File: src/rtl/tgr_pkg.sv
// Shared types and constants of the text glyph renderer.
package tgr_pkg;

    localparam int GLYPH_WIDTH  = 5;
    localparam int GLYPH_HEIGHT = 8;
    localparam int FONT_CHARS   = 256;

    localparam int STORE_DEPTH = FONT_CHARS * GLYPH_WIDTH;
    localparam int STORE_AW    = (STORE_DEPTH > 1) ? $clog2(STORE_DEPTH) : 1;
    localparam int COL_W       = (GLYPH_WIDTH > 1) ? $clog2(GLYPH_WIDTH) : 1;
    localparam int ROW_W       = (GLYPH_HEIGHT > 1) ? $clog2(GLYPH_HEIGHT) : 1;

    localparam int QUEUE_DEPTH = 4;
    localparam int QPTR_W      = $clog2(QUEUE_DEPTH);
    localparam int QCNT_W      = $clog2(QUEUE_DEPTH + 1);

    localparam int ADDR_W      = 11;
    localparam int BYTE_W      = 8;
    localparam int COORD_W     = 8;
    localparam int COLOR_W     = 16;
    localparam int S_DATA_W    = 48;
    localparam int S_USER_W    = 2;
    localparam int M_DATA_W    = 48;
    localparam int CFG_INDEX_W = 2;
    localparam int CFG_DATA_W  = 16;

    // input action codes
    localparam logic [S_USER_W-1:0] ACT_LOAD   = 2'd0;
    localparam logic [S_USER_W-1:0] ACT_CURSOR = 2'd1;
    localparam logic [S_USER_W-1:0] ACT_DRAW   = 2'd2;

    // configuration register indexes
    localparam logic [CFG_INDEX_W-1:0] REG_FOREGROUND = 2'd0;
    localparam logic [CFG_INDEX_W-1:0] REG_BACKGROUND = 2'd1;
    localparam logic [CFG_INDEX_W-1:0] REG_WIDTH      = 2'd2;

    // result kinds
    localparam logic KIND_WINDOW = 1'b0;
    localparam logic KIND_PIXEL  = 1'b1;

    typedef enum logic [1:0] {
        CMD_LOAD   = 2'd0,
        CMD_CURSOR = 2'd1,
        CMD_DRAW   = 2'd2
    } cmd_op_t;

    typedef struct packed {
        cmd_op_t              op;
        logic [ADDR_W-1:0]    addr;
        logic [BYTE_W-1:0]    data;   // font byte or character code
        logic [COORD_W-1:0]   x;
        logic [COORD_W-1:0]   y;
    } cmd_t;

    typedef struct packed {
        logic [COLOR_W-1:0] fg;
        logic [COLOR_W-1:0] bg;
        logic [COORD_W-1:0] width;
    } cfg_t;

endpackage

File: src/rtl/tgr_front.sv
// Front end: accepts input items, drops no-op items and decodes the rest into commands.
module tgr_front (
    input  logic                           s_tvalid,
    output logic                           s_tready,
    input  logic [tgr_pkg::S_USER_W-1:0]   s_tuser,
    input  logic [tgr_pkg::S_DATA_W-1:0]   s_tdata,
    input  logic                           q_full,
    output logic                           push,
    output tgr_pkg::cmd_t                  push_cmd
);
    import tgr_pkg::*;

    logic keep;

    assign s_tready = !q_full;

    always_comb
    begin
        push_cmd.addr = s_tdata[10:0];
        push_cmd.x    = s_tdata[26:19];
        push_cmd.y    = s_tdata[34:27];
        push_cmd.op   = CMD_LOAD;
        push_cmd.data = s_tdata[18:11];
        keep          = 1'b0;
        unique case (s_tuser)
            ACT_LOAD:
            begin
                push_cmd.op = CMD_LOAD;
                // drop loads beyond the font store
                keep = ({1'b0, s_tdata[10:0]} < (ADDR_W + 1)'(STORE_DEPTH));
            end
            ACT_CURSOR:
            begin
                push_cmd.op = CMD_CURSOR;
                keep        = 1'b1;
            end
            ACT_DRAW:
            begin
                push_cmd.op   = CMD_DRAW;
                push_cmd.data = s_tdata[42:35];
                keep          = 1'b1;
            end
            default:
            begin
                keep = 1'b0;
            end
        endcase
    end

    assign push = s_tvalid && s_tready && keep;

endmodule

File: config.mk
export PLATFORM = sky130hd
export DESIGN_NAME = tgr_front
export DESIGN_NICKNAME = d
export VERILOG_FILES = /design/src/rtl/tgr_pkg.sv /design/src/rtl/tgr_front.sv
export SDC_FILE = /design/constraint.sdc
export NUM_CORES = 1
export LEC_CHECK = 0
export BUFFER_PORTS_ARGS = -buffer_cell sky130_fd_sc_hd__buf_2
export CORE_UTILIZATION = 25
export DETAILED_ROUTE_END_ITERATION = 8
export PLACE_DENSITY = 0.84
export SYNTH_ARGS = -nofsm -noshare
export SYNTH_HDL_FRONTEND = slang
export SYNTH_SLANG_ARGS = --single-unit
File: constraint.sdc
create_clock -name vclk -period 0.9
set_clock_uncertainty 0.05 [all_clocks]
set_input_delay 0.045 -clock vclk [all_inputs]
set_output_delay 0.045 -clock vclk [all_outputs]
set_load 0.01 [all_outputs]
# [Word level (Yosys, flattened, before mapping)]
# Index checks and enable logic that the tools add are counted.
[classes] n_lt_le_gt_ge=1 n_eq_ne=2 muxes=3 reduce_logical=5
[ops] cell="< comparator 11 bit (second input constant)" count=1
[ops] cell="two-way mux 8 bit" count=1
[ops] cell="case mux 2 bit (2 select lines)" count=1
[ops] cell="equality test 2 x 1 -> 1 bit (second input constant)" count=1
[ops] cell="equality test 2 bit (second input constant)" count=1
[ops] cell="logical AND 1 bit" count=2
[ops] cell="zero test 2 bit" count=1
[ops] cell="case mux 1 bit (2 select lines)" count=1
[ops] cell="OR reduction 2 bit" count=1
[ops] cell="zero test 1 bit" count=1
[word_totals] ff_bits=0 inputBits=52 out_inout_bits=39

# [Logic depth before layout (Yosys ltp)]
# Gate-level depths: netlist of the first run.
[depth] depth_word=4 depth_mapped=4

# [Least setup slack after synthesis of the first run]
# OpenSTA, ideal clock, no wires.
[synth_path] path_kind="input to output" from="in s_tuser[0] in the netlist's numbering" to="out push_cmd[16] in the netlist's numbering" t_arrival_ns=0.810 slack_ns=-0.005 path_stages=4 cell_sequence="inv_1 -> ha_1 -> buf_6 -> mux2_4"
[synth_lines] item="start: declaration" line="tgr_front.sv:5" text="input logic [tgr_pkg::S_USER_W-1:0] s_tuser,"
[synth_lines] item="end: declaration" line="tgr_front.sv:9" text="output tgr_pkg::cmd_t push_cmd"

==> results of run 1 <==
==> path summary, 6_finish.rpt <==
kind                       start      endpoint  slack, ns
worst max-delay path  s_tuser[0]  push_cmd[23]      -0.07
worst min-delay path  s_tdata[4]  push_cmd[28]       0.04
==> layout make-up <==
| class | count | area [sq um] | share of cell area [%] |
|---|---|---|---|
| multi-input combinational | 16 | 248 | 39.3 |
| tap | 16 | 20.0 | 3.17 |
| inverter | 3 | 18.8 | 2.98 |
| timing repair buffer | 45 | 344 | 54.6 |
==> per-layer routing <==
metal  wire length [microns]  vias up
li1                        -      157
met1                     323      152
met2                     474       32
met3                     134        4
met4                      12        0
met5                       0        -
==> power by group through the flow <==
| stage | sequential [mW] | clock [mW] | combinational, mW |
|---|---|---|---|
| after floorplan | 0 | 0 | 0.225 |
| after global placement | 0 | 0 | 0.215 |
| after detailed placement | 0 | 0 | 0.219 |
| after CTS | 0 | 0 | 0.301 |
| after global routing | 0 | 0 | 0.328 |
| final | 0 | 0 | 0.307 |
==> timing repair <==
action                     4_1_cts  5_1_grt
resized for setup               28        2
buffers inserted                 4        0
setup endpoints to repair        9       10
pin swaps                        4        1
==> worst max-delay path, stage by stage <==
cell and delay, ns:
buf_8 0.10, inv_6 0.05, ha_4 0.14, buf_6 0.12, mux2_4 0.30, buf_6 0.12
==> placed cells by master, fill, tap and decap left out, drive strengths merged <==
master,count
nor3b,2
inv,3
o31a,1
ha,4
buf,45
mux2,8
nor2b,1
==> per-stage QoR <==
stage          setup WS, ns  total power [mW]  cell area, sq um  utilization [%]
5_1_grt              -0.103             0.328               631             40.9
6_report            -0.0738             0.307               631             40.9
3_5_place_dp         -0.208             0.219               467             30.3
4_1_cts             -0.0743             0.301               619             40.2
2_1_floorplan        0.0206             0.225               428                -
3_3_place_gp         -0.182             0.215               467             30.3
==> cell families (layout without fill, tap and decap cells) <==
kind of cell	count (synthesis)	after routing	share of synthesized area [%]
AO/OA/AOI/OAI	1	1	2.06
adder cells (fa/ha/maj)	4	4	11.8
buffers and inverters	31	48	52.9
multiplexers	8	8	28.2
AND/OR/NAND/NOR	3	3	5.00
==> cells in the mapped netlist (all sizes together) <==
| cell | number | share of area (%) |
|---|---|---|
| buf | 28 | 50 |
| ha | 4 | 12 |
| inv | 3 | 2.6 |
| mux2 | 8 | 28 |
| nor2b | 1 | 1.5 |
| nor3b | 2 | 3.5 |
| o31a | 1 | 2.1 |
==> results.toml, run 1 <==
[sta]
relSlewSlack_pct = 91.6
period_needed_ns = 0.974
setup_viol = 10
rsz0062_at_grt = "true"
fin_ws_ns = -0.0738
finalMaxSlewViolations = 0
hold_viol_final = 0
setup_tns_ns = -0.619
finalCritPeriodShare_pct = 108
holdWs_ns = 0.0400
max_freq_mhz = 1030
worst_pin_slew_ns = 0.126

[power]
power_frac_comb_pct = 100.0
swShare_pct = 35.1
power_frac_seq_pct = 0
power.share.clock_pct = 0
ir_worst_vdd_v = 0.000208
p_switching_mw = 0.108
power_density_nw_per_um2 = 486
intPower_mw = 0.199
p_leak_nw = 0.336

[die]
num_rows = 14
ios = 91
dieArea_sq_um = 1870
start_util_pct = 27.6
coreArea_sq_um = 1540
die_height_microns = 43.3
die_w_microns = 43.3

[final_layout]
register_area_sq_um = 0
finalNonFillerCells = 80
final_nets = 122
diodes = 0
nFlopsAndLatches = 0
nFillCells = 151
area_growth_pct = 48.2
num-clock-buffers = 0
drive_above_1_share_pct = 93.8

[setup_path]
path_class = "in2out"
required_ns = 0.81
cp_max_fo = 4
cp.arrival_ns = 0.88
start_kind = "input port"
cp-end-kind = "primary output"

[drt]
antenna_left = 0
via_count = 345
drc_errors = 0
routed_via_density = 4.31
wl_microns = 944
post_drt_wl_per_cell_microns = 11.8
drt_iter0_markers = 2
firstDrtPassIters = 4

[grt]
met3_usage_pct = 0.851
busiest_layer = "met2"
overflow = 0
grt.total_usage_pct = 8.79
met2_usage_pct = 17.6
first_global_vias = 360
grtUsageMet1_pct = 9.62
grt_pass1_wl_microns = 1370
antenna_found_initial = 0
grt_max_degree = 6

[synthesis]
synthCells = 47
yosys_warnings = 0
avgSynthCellArea_sq_um = 9.05
syn_area_sq_um = 425
synth_nets = 103
ys_seq_area_share_pct = 0
synth.distinct_cells = 8

[placement]
port_buffers = 38
place_congestion = 0.587
dp_cells = 77

[outcome]
status = "complete, but fails checks"
violations = "setup timing"

[hold_path]
min_path_cells = 0
hold_class = "in2out"

[clock_tree]
hold_buffers = 0

[run]
cap_viol_max_count = 0
Power figures use the tool's default switching activity.
==> run 2: changes to the inputs <==
PLACE_DENSITY = 0.9   (was 0.84)
==> run 2 against run 1 <==
The flow still finishes with violations (setup timing); power down 5.6%; first-iteration DRC count down 50%; sequential share of layout area unchanged; wire length down 10%; final cell count unchanged; global-route usage down 0.26 points; non-clock buffer count unchanged; cell area down 6.2%; setup slack worse by 0.0069 ns; count of clock-buffer cells in the layout unchanged; combinational power down 6%.
==> results.toml, run 2 (synthesized netlist as in run 1, its figures left out) <==
[setup_path]
crit_path_start = "s_tuser[0]"
cp.arrival_ns = 0.89
cp-end-kind = "primary output"
start_kind = "input port"
required_ns = 0.81
cp_max_fo = 5
path_class = "in2out"

[sta]
relSlewSlack_pct = 88.3
setup_tns_ns = -0.633
worst_pin_slew_ns = 0.176
setup_viol = 9
max_freq_mhz = 1020
period_needed_ns = 0.981
finalCritPeriodShare_pct = 109
rsz0062_at_grt = "true"
hold_viol_final = 0
finalMaxSlewViolations = 0
fin_ws_ns = -0.0806

[grt]
busiest_layer = "met2"
met2_usage_pct = 16.4
first_global_vias = 290
overflow = 0
met3_usage_pct = 2.55
grt.total_usage_pct = 8.53
grtUsageMet1_pct = 9.11
antenna_found_initial = 0
grt_max_degree = 6
grt_pass1_wl_microns = 1270

[drt]
post_drt_wl_per_cell_microns = 10.6
antenna_left = 0
routed_via_density = 4.31
drc_errors = 0
via_count = 345
wl_microns = 846
firstDrtPassIters = 4
drt_iter0_markers = 1

[final_layout]
mostFrequentLayoutCell = "buf_2"
nFlopsAndLatches = 0
diodes = 0
num-clock-buffers = 0
final_core_util_pct = 38.4
layout_common_cells = "buf_2, buf_6, mux2_4, buf_4"
drive_above_1_share_pct = 90.6
area_growth_pct = 39.1
register_area_sq_um = 0
finalNonFillerCells = 80
stdcell_area_sq_um = 592
final_nets = 122

[power]
power_frac_seq_pct = 0
ir_worst_vdd_v = 0.000176
intPower_mw = 0.190
power.share.clock_pct = 0
power_frac_comb_pct = 100.0
p_leak_nw = 0.330
swShare_pct = 34.3
power_density_nw_per_um2 = 489
p_switching_mw = 0.0992
p_total_mw = 0.290

[hold_path]
hold_path.startpoint = "s_tdata[27]"
hold_class = "in2out"
worstHoldEndpoint = "push_cmd[0]"
min_path_cells = 0

[die]
die_w_microns = 43.3
dieArea_sq_um = 1870
num_rows = 14
start_util_pct = 27.6
die_height_microns = 43.3
ios = 91
coreArea_sq_um = 1540

[placement]
place_congestion = 0.626
dp_cells = 75
port_buffers = 38
dpl_cell_area_sq_um = 439

[outcome]
status = "complete, but fails checks"
violations = "setup timing"

[run]
cap_viol_max_count = 0

[clock_tree]
hold_buffers = 0
[run 2: cell counts in the layout (fill, tap and decap cells not counted)]
No cell type changed its count.
[run 2: power groups by stage]
stage               clock [mW]  sequential [mW]  combinational [mW]
floorplan                    0                0               0.225
global placement             0                0               0.202
detailed placement           0                0               0.205
CTS                          0                0               0.289
global route                 0                0               0.311
finish                       0                0               0.290
[run 2: how the worst max path moves through the flow]
| stage | to | slack, ns |
|---|---|---|
| after floorplan | push_cmd[16] | 0.02 |
| after global placement | push_cmd[16] | -0.24 |
| after detailed placement | push_cmd[21] | -0.27 |
| after CTS | push_cmd[21] | -0.07 |
| after global routing | push_cmd[21] | -0.10 |
| final | push_cmd[21] | -0.08 |
[run 2: layout make-up]
class	count	area (sq um)
timing repair buffer	45	335
tap	16	20.0
multi-input combinational	16	223
fill	158	950
inverter	3	13.8
[run 2: worst max-delay path: stages]
cell	delay, ns
buf_8	0.10
inv_4	0.05
ha_4	0.14
buf_12	0.12
mux2_4	0.30
buf_6	0.12
[run 2: through the flow]
stage / setup WS [ns] / hold slack [ns]
global route: -0.104 / 0.0400
floorplan: 0.0206 / 0.0835
CTS: -0.0702 / 0.0401
global placement: -0.243 / 0.0401
detailed placement: -0.272 / 0.0401
finish: -0.0806 / 0.0400
[run 2: what timing repair did]
item | CTS | global route
buffers inserted | 5 | 0
pin swaps | 2 | 0
endpoints found under the setup margin | 10 | 10
gates resized for setup | 23 | 1
[run 2: routing by layer]
layer / up-vias / wire length, microns
li1: 159 / -
met1: 152 / 269
met2: 34 / 437
met3: 0 / 140
met4: 0 / 0
met5: - / 0
