<file path="config.mk">
export PLATFORM = sky130hd
export DESIGN_NAME = tgr_queue
export DESIGN_NICKNAME = d
export VERILOG_FILES = /design/src/rtl/tgr_pkg.sv /design/src/rtl/tgr_queue.sv
export SDC_FILE = /design/constraint.sdc
export NUM_CORES = 1
export LEC_CHECK = 0
export BUFFER_PORTS_ARGS = -buffer_cell sky130_fd_sc_hd__buf_2
export CAP_MARGIN = 20
export CORE_AREA = 3 3 133 135
export CTS_CLUSTER_DIAMETER = 40
export CTS_CLUSTER_SIZE = 10
export DETAILED_ROUTE_END_ITERATION = 12
export DIE_AREA = 0 0 136 138
export PLACE_DENSITY = 0.49
export SLEW_MARGIN = 25
export SYNTH_ARGS = -nofsm -noshare
export SYNTH_HDL_FRONTEND = slang
export SYNTH_SLANG_ARGS = --single-unit
</file>
<file path="constraint.sdc">
create_clock -name clk -period 4 [get_ports clk]
set_input_delay 0 -clock clk [delete_from_list [all_inputs] [get_ports clk]]
set_output_delay 0 -clock clk [all_outputs]
set_load 0.02 [all_outputs]
</file>
<file path="src/rtl/tgr_pkg.sv">
// Shared types and constants of the text glyph renderer.
package tgr_pkg;

    localparam int GLYPH_WIDTH  = 5;
    localparam int GLYPH_HEIGHT = 8;
    localparam int FONT_CHARS   = 256;

    localparam int STORE_DEPTH = FONT_CHARS * GLYPH_WIDTH;
    localparam int STORE_AW    = (STORE_DEPTH > 1) ? $clog2(STORE_DEPTH) : 1;
    localparam int COL_W       = (GLYPH_WIDTH > 1) ? $clog2(GLYPH_WIDTH) : 1;
    localparam int ROW_W       = (GLYPH_HEIGHT > 1) ? $clog2(GLYPH_HEIGHT) : 1;

    localparam int QUEUE_DEPTH = 4;
    localparam int QPTR_W      = $clog2(QUEUE_DEPTH);
    localparam int QCNT_W      = $clog2(QUEUE_DEPTH + 1);

    localparam int ADDR_W      = 11;
    localparam int BYTE_W      = 8;
    localparam int COORD_W     = 8;
    localparam int COLOR_W     = 16;
    localparam int S_DATA_W    = 48;
    localparam int S_USER_W    = 2;
    localparam int M_DATA_W    = 48;
    localparam int CFG_INDEX_W = 2;
    localparam int CFG_DATA_W  = 16;

    // input action codes
    localparam logic [S_USER_W-1:0] ACT_LOAD   = 2'd0;
    localparam logic [S_USER_W-1:0] ACT_CURSOR = 2'd1;
    localparam logic [S_USER_W-1:0] ACT_DRAW   = 2'd2;

    // configuration register indexes
    localparam logic [CFG_INDEX_W-1:0] REG_FOREGROUND = 2'd0;
    localparam logic [CFG_INDEX_W-1:0] REG_BACKGROUND = 2'd1;
    localparam logic [CFG_INDEX_W-1:0] REG_WIDTH      = 2'd2;

    // result kinds
    localparam logic KIND_WINDOW = 1'b0;
    localparam logic KIND_PIXEL  = 1'b1;

    typedef enum logic [1:0] {
        CMD_LOAD   = 2'd0,
        CMD_CURSOR = 2'd1,
        CMD_DRAW   = 2'd2
    } cmd_op_t;

    typedef struct packed {
        cmd_op_t              op;
        logic [ADDR_W-1:0]    addr;
        logic [BYTE_W-1:0]    data;   // font byte or character code
        logic [COORD_W-1:0]   x;
        logic [COORD_W-1:0]   y;
    } cmd_t;

    typedef struct packed {
        logic [COLOR_W-1:0] fg;
        logic [COLOR_W-1:0] bg;
        logic [COORD_W-1:0] width;
    } cfg_t;

endpackage

</file>
<file path="src/rtl/tgr_queue.sv">
// Short command queue between the front end and the draw engine.
module tgr_queue (
    input  logic           clk,
    input  logic           rst_n,
    input  logic           push,
    input  tgr_pkg::cmd_t  push_cmd,
    output logic           full,
    input  logic           pop,
    output logic           head_valid,
    output tgr_pkg::cmd_t  head_cmd
);
    import tgr_pkg::*;

    cmd_t               slot_reg [QUEUE_DEPTH];
    logic [QPTR_W-1:0]  wr_ptr_reg, wr_ptr_next;
    logic [QPTR_W-1:0]  rd_ptr_reg, rd_ptr_next;
    logic [QCNT_W-1:0]  count_reg, count_next;

    assign full       = (count_reg == QCNT_W'(QUEUE_DEPTH));
    assign head_valid = (count_reg != '0);
    assign head_cmd   = slot_reg[rd_ptr_reg];

    always_comb
    begin
        wr_ptr_next = wr_ptr_reg;
        rd_ptr_next = rd_ptr_reg;
        count_next  = count_reg;
        if (push)
        begin
            wr_ptr_next = (wr_ptr_reg == QPTR_W'(QUEUE_DEPTH - 1)) ? '0 : wr_ptr_reg + 1'b1;
        end
        if (pop)
        begin
            rd_ptr_next = (rd_ptr_reg == QPTR_W'(QUEUE_DEPTH - 1)) ? '0 : rd_ptr_reg + 1'b1;
        end
        if (push && !pop)
        begin
            count_next = count_reg + 1'b1;
        end
        else if (pop && !push)
        begin
            count_next = count_reg - 1'b1;
        end
    end

    always_ff @(posedge clk or negedge rst_n)
    begin
        if (!rst_n)
        begin
            wr_ptr_reg <= '0;
            rd_ptr_reg <= '0;
            count_reg  <= '0;
        end
        else
        begin
            wr_ptr_reg <= wr_ptr_next;
            rd_ptr_reg <= rd_ptr_next;
            count_reg  <= count_next;
        end
    end

    always_ff @(posedge clk)
    begin
        if (push)
        begin
            slot_reg[wr_ptr_reg] <= push_cmd;
        end
    end

endmodule

</file>
* Word-level counts from Yosys, hierarchy flattened
Memory sizes are Yosys's and may differ from the RTL's.
Cells that the tools add are included.
** Storage, ports and cells
- Output and inout port bits :: 39
- Memories kept :: 1
- Logic and storage cells :: 23
- Bits in registers :: 7
- Input port bits :: 41
- Bits in writable memories :: 148
** Memory list
- slot_reg :: depth 4, width 37, read ports 1, clocked after memory_dff 0, write ports 1, line tgr_queue.sv:14 : cmd_t slot_reg [QUEUE_DEPTH];
** Cells by class
- Add/sub/neg operators :: 4
- Equality and inequality tests :: 3
- Reductions and logical operators :: 6
- Mux-type cells :: 6
** Operator list (count)
- $mux W3 :: 2
- $add A2 B1 Y2 const B :: 2
- $eq A2 B2 Y1 const B :: 2
- $mux W2 :: 2
- $add A3 B1 Y3 const B :: 1
- $eq A3 B3 Y1 const B :: 1
- $reduce_bool A3 Y1 :: 1
- $sub A3 B1 Y3 const B :: 1
- $logic_and A1 B1 Y1 :: 2
- $logic_not A1 Y1 :: 2
- $mux W1 :: 2
- $reduce_bool A2 Y1 :: 1

* Depth between registers and ports, before layout
Gate-level depths: netlist of the first run.
- Depth in word-level cells :: 4
- Depth in mapped cells :: 7
- Depth with buffers taken out :: 7

* Least setup slack after synthesis of the first run
OpenSTA, ideal clock, no wires.
- Kind :: reg-to-reg
- Start :: reg wr_ptr_reg[0]
- End :: mem slot_reg[0][0] in the netlist's numbering, enable pin
- Cell stages (with the launch flop) :: 4
- Arrival :: 1.525 ns
- Path buffers :: 0
- Setup time :: 0.398 ns
- Clock period less this slack :: 1.923 ns
- Required time :: 3.602 ns
- Slack :: 2.077 ns
- Path through :: dfrtp_1 > inv_1 > ha_1 > and2_1
** RTL lines
- start: declaration :: line tgr_queue.sv:15 : logic [QPTR_W-1:0] wr_ptr_reg, wr_ptr_next;
- start signal: assignment :: line tgr_queue.sv:56 : wr_ptr_reg <= wr_ptr_next;
- end: declaration :: line tgr_queue.sv:14
No word-level cell before the write port.

==> impl_metrics.yaml, run 1 <==
timing:
  max_freq_mhz: 448
  fin_crit_ns: 2.23
  finalCritPeriodShare_pct: 55.8
  slew_headroom_pct: 45.0
  fin_skew_ns: 0.00324
  tightest_slew_ns: 0.824
  slew_violations: 0
  hold_viol: 0
  fin_tns_setup_ns: 0
  rsz0062_at_grt: "no"
  finalSetupViolations: 0
cells_and_area:
  fin_nets: 409
  final_cells: 593
  synthToLayoutAreaGrowth_pct: 28.8
  largest_register_ffs: 148
  antenna_cells: 0
  layout-drive-gt1-share_pct: 40.2
  post-route-util_pct: 44.6
synth:
  syn_avg_cell_area_um2: 25.0
  synth_ff_type: "edfxtp_1"
  syn_area_um2: 5750
  async_reset_ff_share_pct: 4.52
  synth.top_cell.area_share_pct: 77.3
  synth_top_area_cell: "edfxtp_1"
  synth_area_leaders: "edfxtp_1, mux4_2, dfrtp_1, ha_1, mux2_2"
  yosys.cell_types.count: 19
  syn_inst: 230
  synth.most_common_cell: "edfxtp_1"
  ys_seq_elements: 155
  yosysSeqAreaShare_pct: 80.4
  yosysWarningCount: 0
  synth_edf_count: 148
  syn-num-nets: 278
  yosys-top-cells-count: "edfxtp_1, mux4_2, dfrtp_1"
hold_path:
  hold_class: "in2reg"
  worstHoldPathCells: 2
clocking:
  cts.path.max_buffers: 2
  cts.clk_slew.worst_paths_ns: 0.06
  hold_buffers: 41
  htreeDepth: 4
  post-cts-setup-buffers: 0
  clock-sinks: 155
  clk_latency_ns: 0.41
  cts_root_buf: "clkbuf_16"
  cts_resized: 0
  cts_made_buffers: 17
  cts_tree: "yes"
grt:
  grt_pass1_wl_um: 16300
  grt_usage_pct: 11.8
  grt_max_degree: 41
  grt_pass1_vias: 3040
  grt_overflow: 0
  grt_antenna_before_repair: 0
flow_run:
  cap_viol_max_count: 0
place:
  routabilityCongestion: 0.653
  port_buffers: 79
  dp.cells: 521
  place_hpwl_um: 5810
setup_path:
  r2r-start: "rd_ptr_reg[0]"
  cp-start-kind: "flop"
  path_class: "reg2out"
  arrival_ns: 2.23
  cp_max_fo: 40
  crit_end: "head_cmd[31]"
  reg2reg_slack_ns: 2.30
  cp.required_ns: 4.00
  regToRegEndpoint: "rd_ptr_reg[1]"
  ff2ff_path_depth: 2
  crit_path_end_kind: "output port"
  critPathLaunch: "rd_ptr_reg[0]"
detailed_routing:
  vias: 2684
  drtAntennaViolNets: 0
  viasPerCell: 4.53
  routed_wl_um: 10400
  drt_first_pass_iters: 4
  drc: 0
  routedWlPerCell_um: 17.5
  initialDrtViolationCount: 138
pwr:
  leakagePower_nw: 2.58
  peakVddDrop_mv: 0.318
  power_mw: 5.40
  powerDensity_nw_per_um2: 729
  p_seq_share_pct: 43.9
  internal_power_mw: 3.83
  swShare_pct: 29.0
  comb_power_share_pct: 25.3
  power_frac_clock_pct: 30.7
  switchingPower_mw: 1.57
floorplan:
  start_util_pct: 34.7
  die_h_um: 138
  ios: 80
  core-area_um2: 16600
  die_area_um2: 18800
  rows: 47
  dieWidth_um: 136
run_status:
  status: "finished clean"
-- cell type report --
| type | count | area (µm²) |
|---|---|---|
| fillers | 1480 | 9180 |
| flip-flops and latches | 155 | 4630 |
| multi-input cells | 63 | 1070 |
| repair buffers | 120 | 806 |
| clock buffers | 21 | 440 |
| well taps | 220 | 275 |
| clock inverters | 10 | 173 |
| inverters | 4 | 15.0 |
-- per-layer routing --
layer | global-route usage [%] | up-vias | routed length, µm
li1 | - | 1232 | -
met1 | 15.2 | 1380 | 4590
met2 | 18.5 | 64 | 5100
met3 | 4.51 | 8 | 566
met4 | 3.82 | 0 | 115
met5 | 0 | - | 0
-- placed cells by master, fill, tap and decap left out, types with 3 or more instances in the layout --
cell and instances:
edfxtp_1 148, mux2_2 3, buf_2 79, dlygate4sd3_1 41, clkinv_2 3, ha_1 6
inv_1 4, nor2_1 3, dfrtp_1 5, clkbuf_1 4, clkbuf_16 17, and2_4 4
bufinv_16 5, mux4_2 37
-- kinds of logic (layout without fill, tap and decap cells) --
family,count (synthesis),after routing,share of synthesized area (%)
simple gates,11,11,1.00
mux,40,40,15.1
buf+inv,12,155,1.24
fa+ha+maj,7,7,1.65
xor+xnor,3,3,0.457
flops,155,155,80.4
compound gates,2,2,0.174
-- worst min path at each step --
stage	from	to
finish	push_cmd[14]	slot_reg[1][14]
global route	push_cmd[36]	slot_reg[2][36]
CTS	push_cmd[14]	slot_reg[1][14]
detailed placement	rst_n	count_reg[1]
global placement	rst_n	count_reg[2]
floorplan	rst_n	count_reg[0]
-- power groups by stage --
stage | logic, mW | registers (mW) | clock network (mW)
2_1_floorplan | 1.13 | 2.18 | 0
3_3_place_gp | 1.36 | 2.42 | 0
3_5_place_dp | 1.38 | 2.43 | 0
4_1_cts | 1.42 | 2.39 | 1.70
5_1_grt | 1.47 | 2.43 | 1.77
6_report | 1.37 | 2.37 | 1.66
-- through the flow --
step / cell area (µm²) / worst slack [ns] / hold WS (ns)
after detailed placement: 6380 / 2.11 / -0.158
after CTS: 7400 / 1.68 / 0.319
after global routing: 7400 / 1.60 / 0.331
final: 7400 / 1.77 / 0.338
after global placement: 6370 / 2.06 / -0.159
after floorplan: 5750 / 2.08 / -0.296
-- worst max-delay path, stage by stage, from the launching register on --
cell,delay (ns)
dfrtp_4,0.97
mux4_2,0.65
buf_2,0.19
Note: power is estimated with default switching activity, not from simulation.
==> inputs of run 2 (changes only) <==
--- a/config.mk
+++ b/config.mk
@@ -12,7 +12,7 @@
 export CTS_CLUSTER_SIZE = 10
 export DETAILED_ROUTE_END_ITERATION = 12
 export DIE_AREA = 0 0 136 138
-export PLACE_DENSITY = 0.49
+export PLACE_DENSITY = 0.51
 export SLEW_MARGIN = 25
 export SYNTH_ARGS = -nofsm -noshare
 export SYNTH_HDL_FRONTEND = slang
==> constraint.sdc (replaced) <==
create_clock -name clk -period 1.9 [get_ports clk]
set_input_delay 0 -clock clk [delete_from_list [all_inputs] [get_ports clk]]
set_output_delay 0 -clock clk [all_outputs]
set_load 0.02 [all_outputs]
==> run 2 against run 1 <==
Effect of this change:
- combinational power increased to 2.6 times the previous value
- final area rose by 2.2%
- clock power is 92% higher
- count of clock-buffer cells in the layout increased by 4
- clock skew grew 0.0024 ns
- cell count increased by 2.4%
- critical path type unchanged
- global-route usage increased by 0.49 points
- die area did not move
- sequential power grew 95%
- wire length grew 4.7%
- first-iteration DRC count fell by 20%
==> impl_metrics.yaml, run 2 (synthesis gave the netlist of run 1 again) <==
run_status:
  status: "finished clean"
pwr:
  leakagePower_nw: 2.65
  powerDensity_nw_per_um2: 1500
  peakVddDrop_mv: 0.737
place:
  place_hpwl_um: 7050
  dp_worst_setup_slack_ns: 0.354
  routabilityCongestion: 0.714
  port_buffers: 79
setup_path:
  reg2reg_slack_ns: 0.35
  cp.required_ns: 1.90
  cp_cell_sequence: "buf_4, mux4_2, buf_2"
  worstSetupPathDepth: 3
  cpMaxStageDelayCell: "mux4_2"
  path_class: "reg2out"
  crit_family: "multiplexers"
  critPathLaunch: "rd_ptr_reg[0]"
  r2r-start: "wr_ptr_reg[0]"
  cp-start-kind: "flop"
  crit_path_end_kind: "output port"
  cp_max_fo: 11
  regToRegEndpoint: "slot_reg[2][1]"
  ff2ff_path_depth: 4
  worst-path-buf-inv: 2
  max_stage_delay_ns: 0.56
  arrival_ns: 1.80
  crit_end: "head_cmd[14]"
detailed_routing:
  drtAntennaViolNets: 0
  routed_wl_um: 10900
  drc: 0
  initialDrtViolationCount: 110
  routedWlPerCell_um: 17.9
  viasPerCell: 4.56
  vias: 2770
  drt_first_pass_iters: 4
cells_and_area:
  antenna_cells: 0
  largest_register_ffs: 148
  synthToLayoutAreaGrowth_pct: 31.6
  most-common-layout-cells: "edfxtp_1, buf_2, dlygate4sd3_1"
  layout-drive-gt1-share_pct: 42.9
  fin_nets: 422
  final_common_cell: "edfxtp_1"
clocking:
  cts_made_buffers: 17
  clock-sinks: 155
  cts.path.max_buffers: 2
  htreeDepth: 4
  cts_tree: "yes"
  post-cts-setup-buffers: 0
  cts.clk_slew.worst_paths_ns: 0.06
  cts_root_buf: "clkbuf_16"
  clk_latency_ns: 0.41
timing:
  finalCritPeriodShare_pct: 94.5
  fin_skew_ns: 0.00565
  tightest_slew_ns: 0.381
  rsz0062_at_grt: "no"
  fin_crit_ns: 1.80
  max_freq_mhz: 557
  slew_headroom_pct: 74.5
  hold_viol: 0
  fin_ws_ns: 0.104
  finalSetupViolations: 0
  slew_violations: 0
  fin_tns_setup_ns: 0
floorplan:
  die_area_um2: 18800
  dieWidth_um: 136
  ios: 80
  die_h_um: 138
  start_util_pct: 34.7
  rows: 47
  core-area_um2: 16600
flow_run:
  cap_viol_max_count: 0
hold_path:
  hold_class: "in2reg"
grt:
  grt_overflow: 0
  grt_pass1_vias: 3086
  grt_antenna_before_repair: 1
  grt_usage_pct: 12.3
  grt_max_degree: 29
  grt_pass1_wl_um: 17000
-- run 2: stage by stage --
step / instance area [µm²] / utilization [%] / power [mW] / hold slack, ns / std cells
5_1_grt: 7560 / 45.6 / 11.9 / 0.337 / 607
3_3_place_gp: 6580 / 39.7 / 8.24 / -0.149 / 534
2_1_floorplan: 5750 / - / 6.97 / -0.296 / 230
4_1_cts: 7560 / 45.6 / 11.6 / 0.310 / 607
6_report: 7560 / 45.6 / 11.3 / 0.333 / 607
3_5_place_dp: 6580 / 39.7 / 8.28 / -0.148 / 534
-- run 2: power breakdown --
part           total (mW)  switching (mW)  leakage, nW  internal [mW]
logic                3.52            1.93        0.935           1.59
registers            4.63           0.233         1.44           4.40
clock network        3.18            1.22        0.273           1.97
-- run 2: how the worst min path moves through the flow --
stage | from | endpoint | slack [ns] | depth (start not counted)
after floorplan | rst_n | count_reg[0] | -0.30 | 0
after global placement | rst_n | count_reg[0] | -0.15 | 1
after detailed placement | rst_n | count_reg[1] | -0.15 | 1
after CTS | push_cmd[17] | slot_reg[1][17] | 0.31 | 2
after global routing | push_cmd[23] | slot_reg[0][23] | 0.34 | 2
final | push_cmd[17] | slot_reg[1][17] | 0.33 | 2
-- run 2: cell type report --
class | instances | area, µm²
fill | 1433 | 9020
sequential | 155 | 4620
multi-input combinational | 63 | 1060
timing repair buffer | 133 | 1020
clock buffer | 25 | 505
tap | 220 | 275
clock inverter | 7 | 66.3
inverter | 4 | 15.0
-- run 2: repair_timing --
action / CTS / global route
hold endpoints to repair: 159 / 0
hold buffers: 41 / 0
resized for setup: 0 / 1
endpoints found under the setup margin: 0 / 2
-- run 2: worst reg2reg max path, delay by kind of cell (launching register included) --
family                   cells  cell delay (ns)
flip-flops                   1             0.41
buffers and inverters        2             0.33
adder cells (fa/ha/maj)      1             0.14
AND/OR/NAND/NOR              1             0.36
-- run 2: layer usage --
layer	vias up	routed length, µm	track usage, %
met5	-	13	0
met4	2	274	5.84
met3	23	506	3.92
met2	71	5250	19.2
met1	1421	4810	15.6
li1	1253	-	-
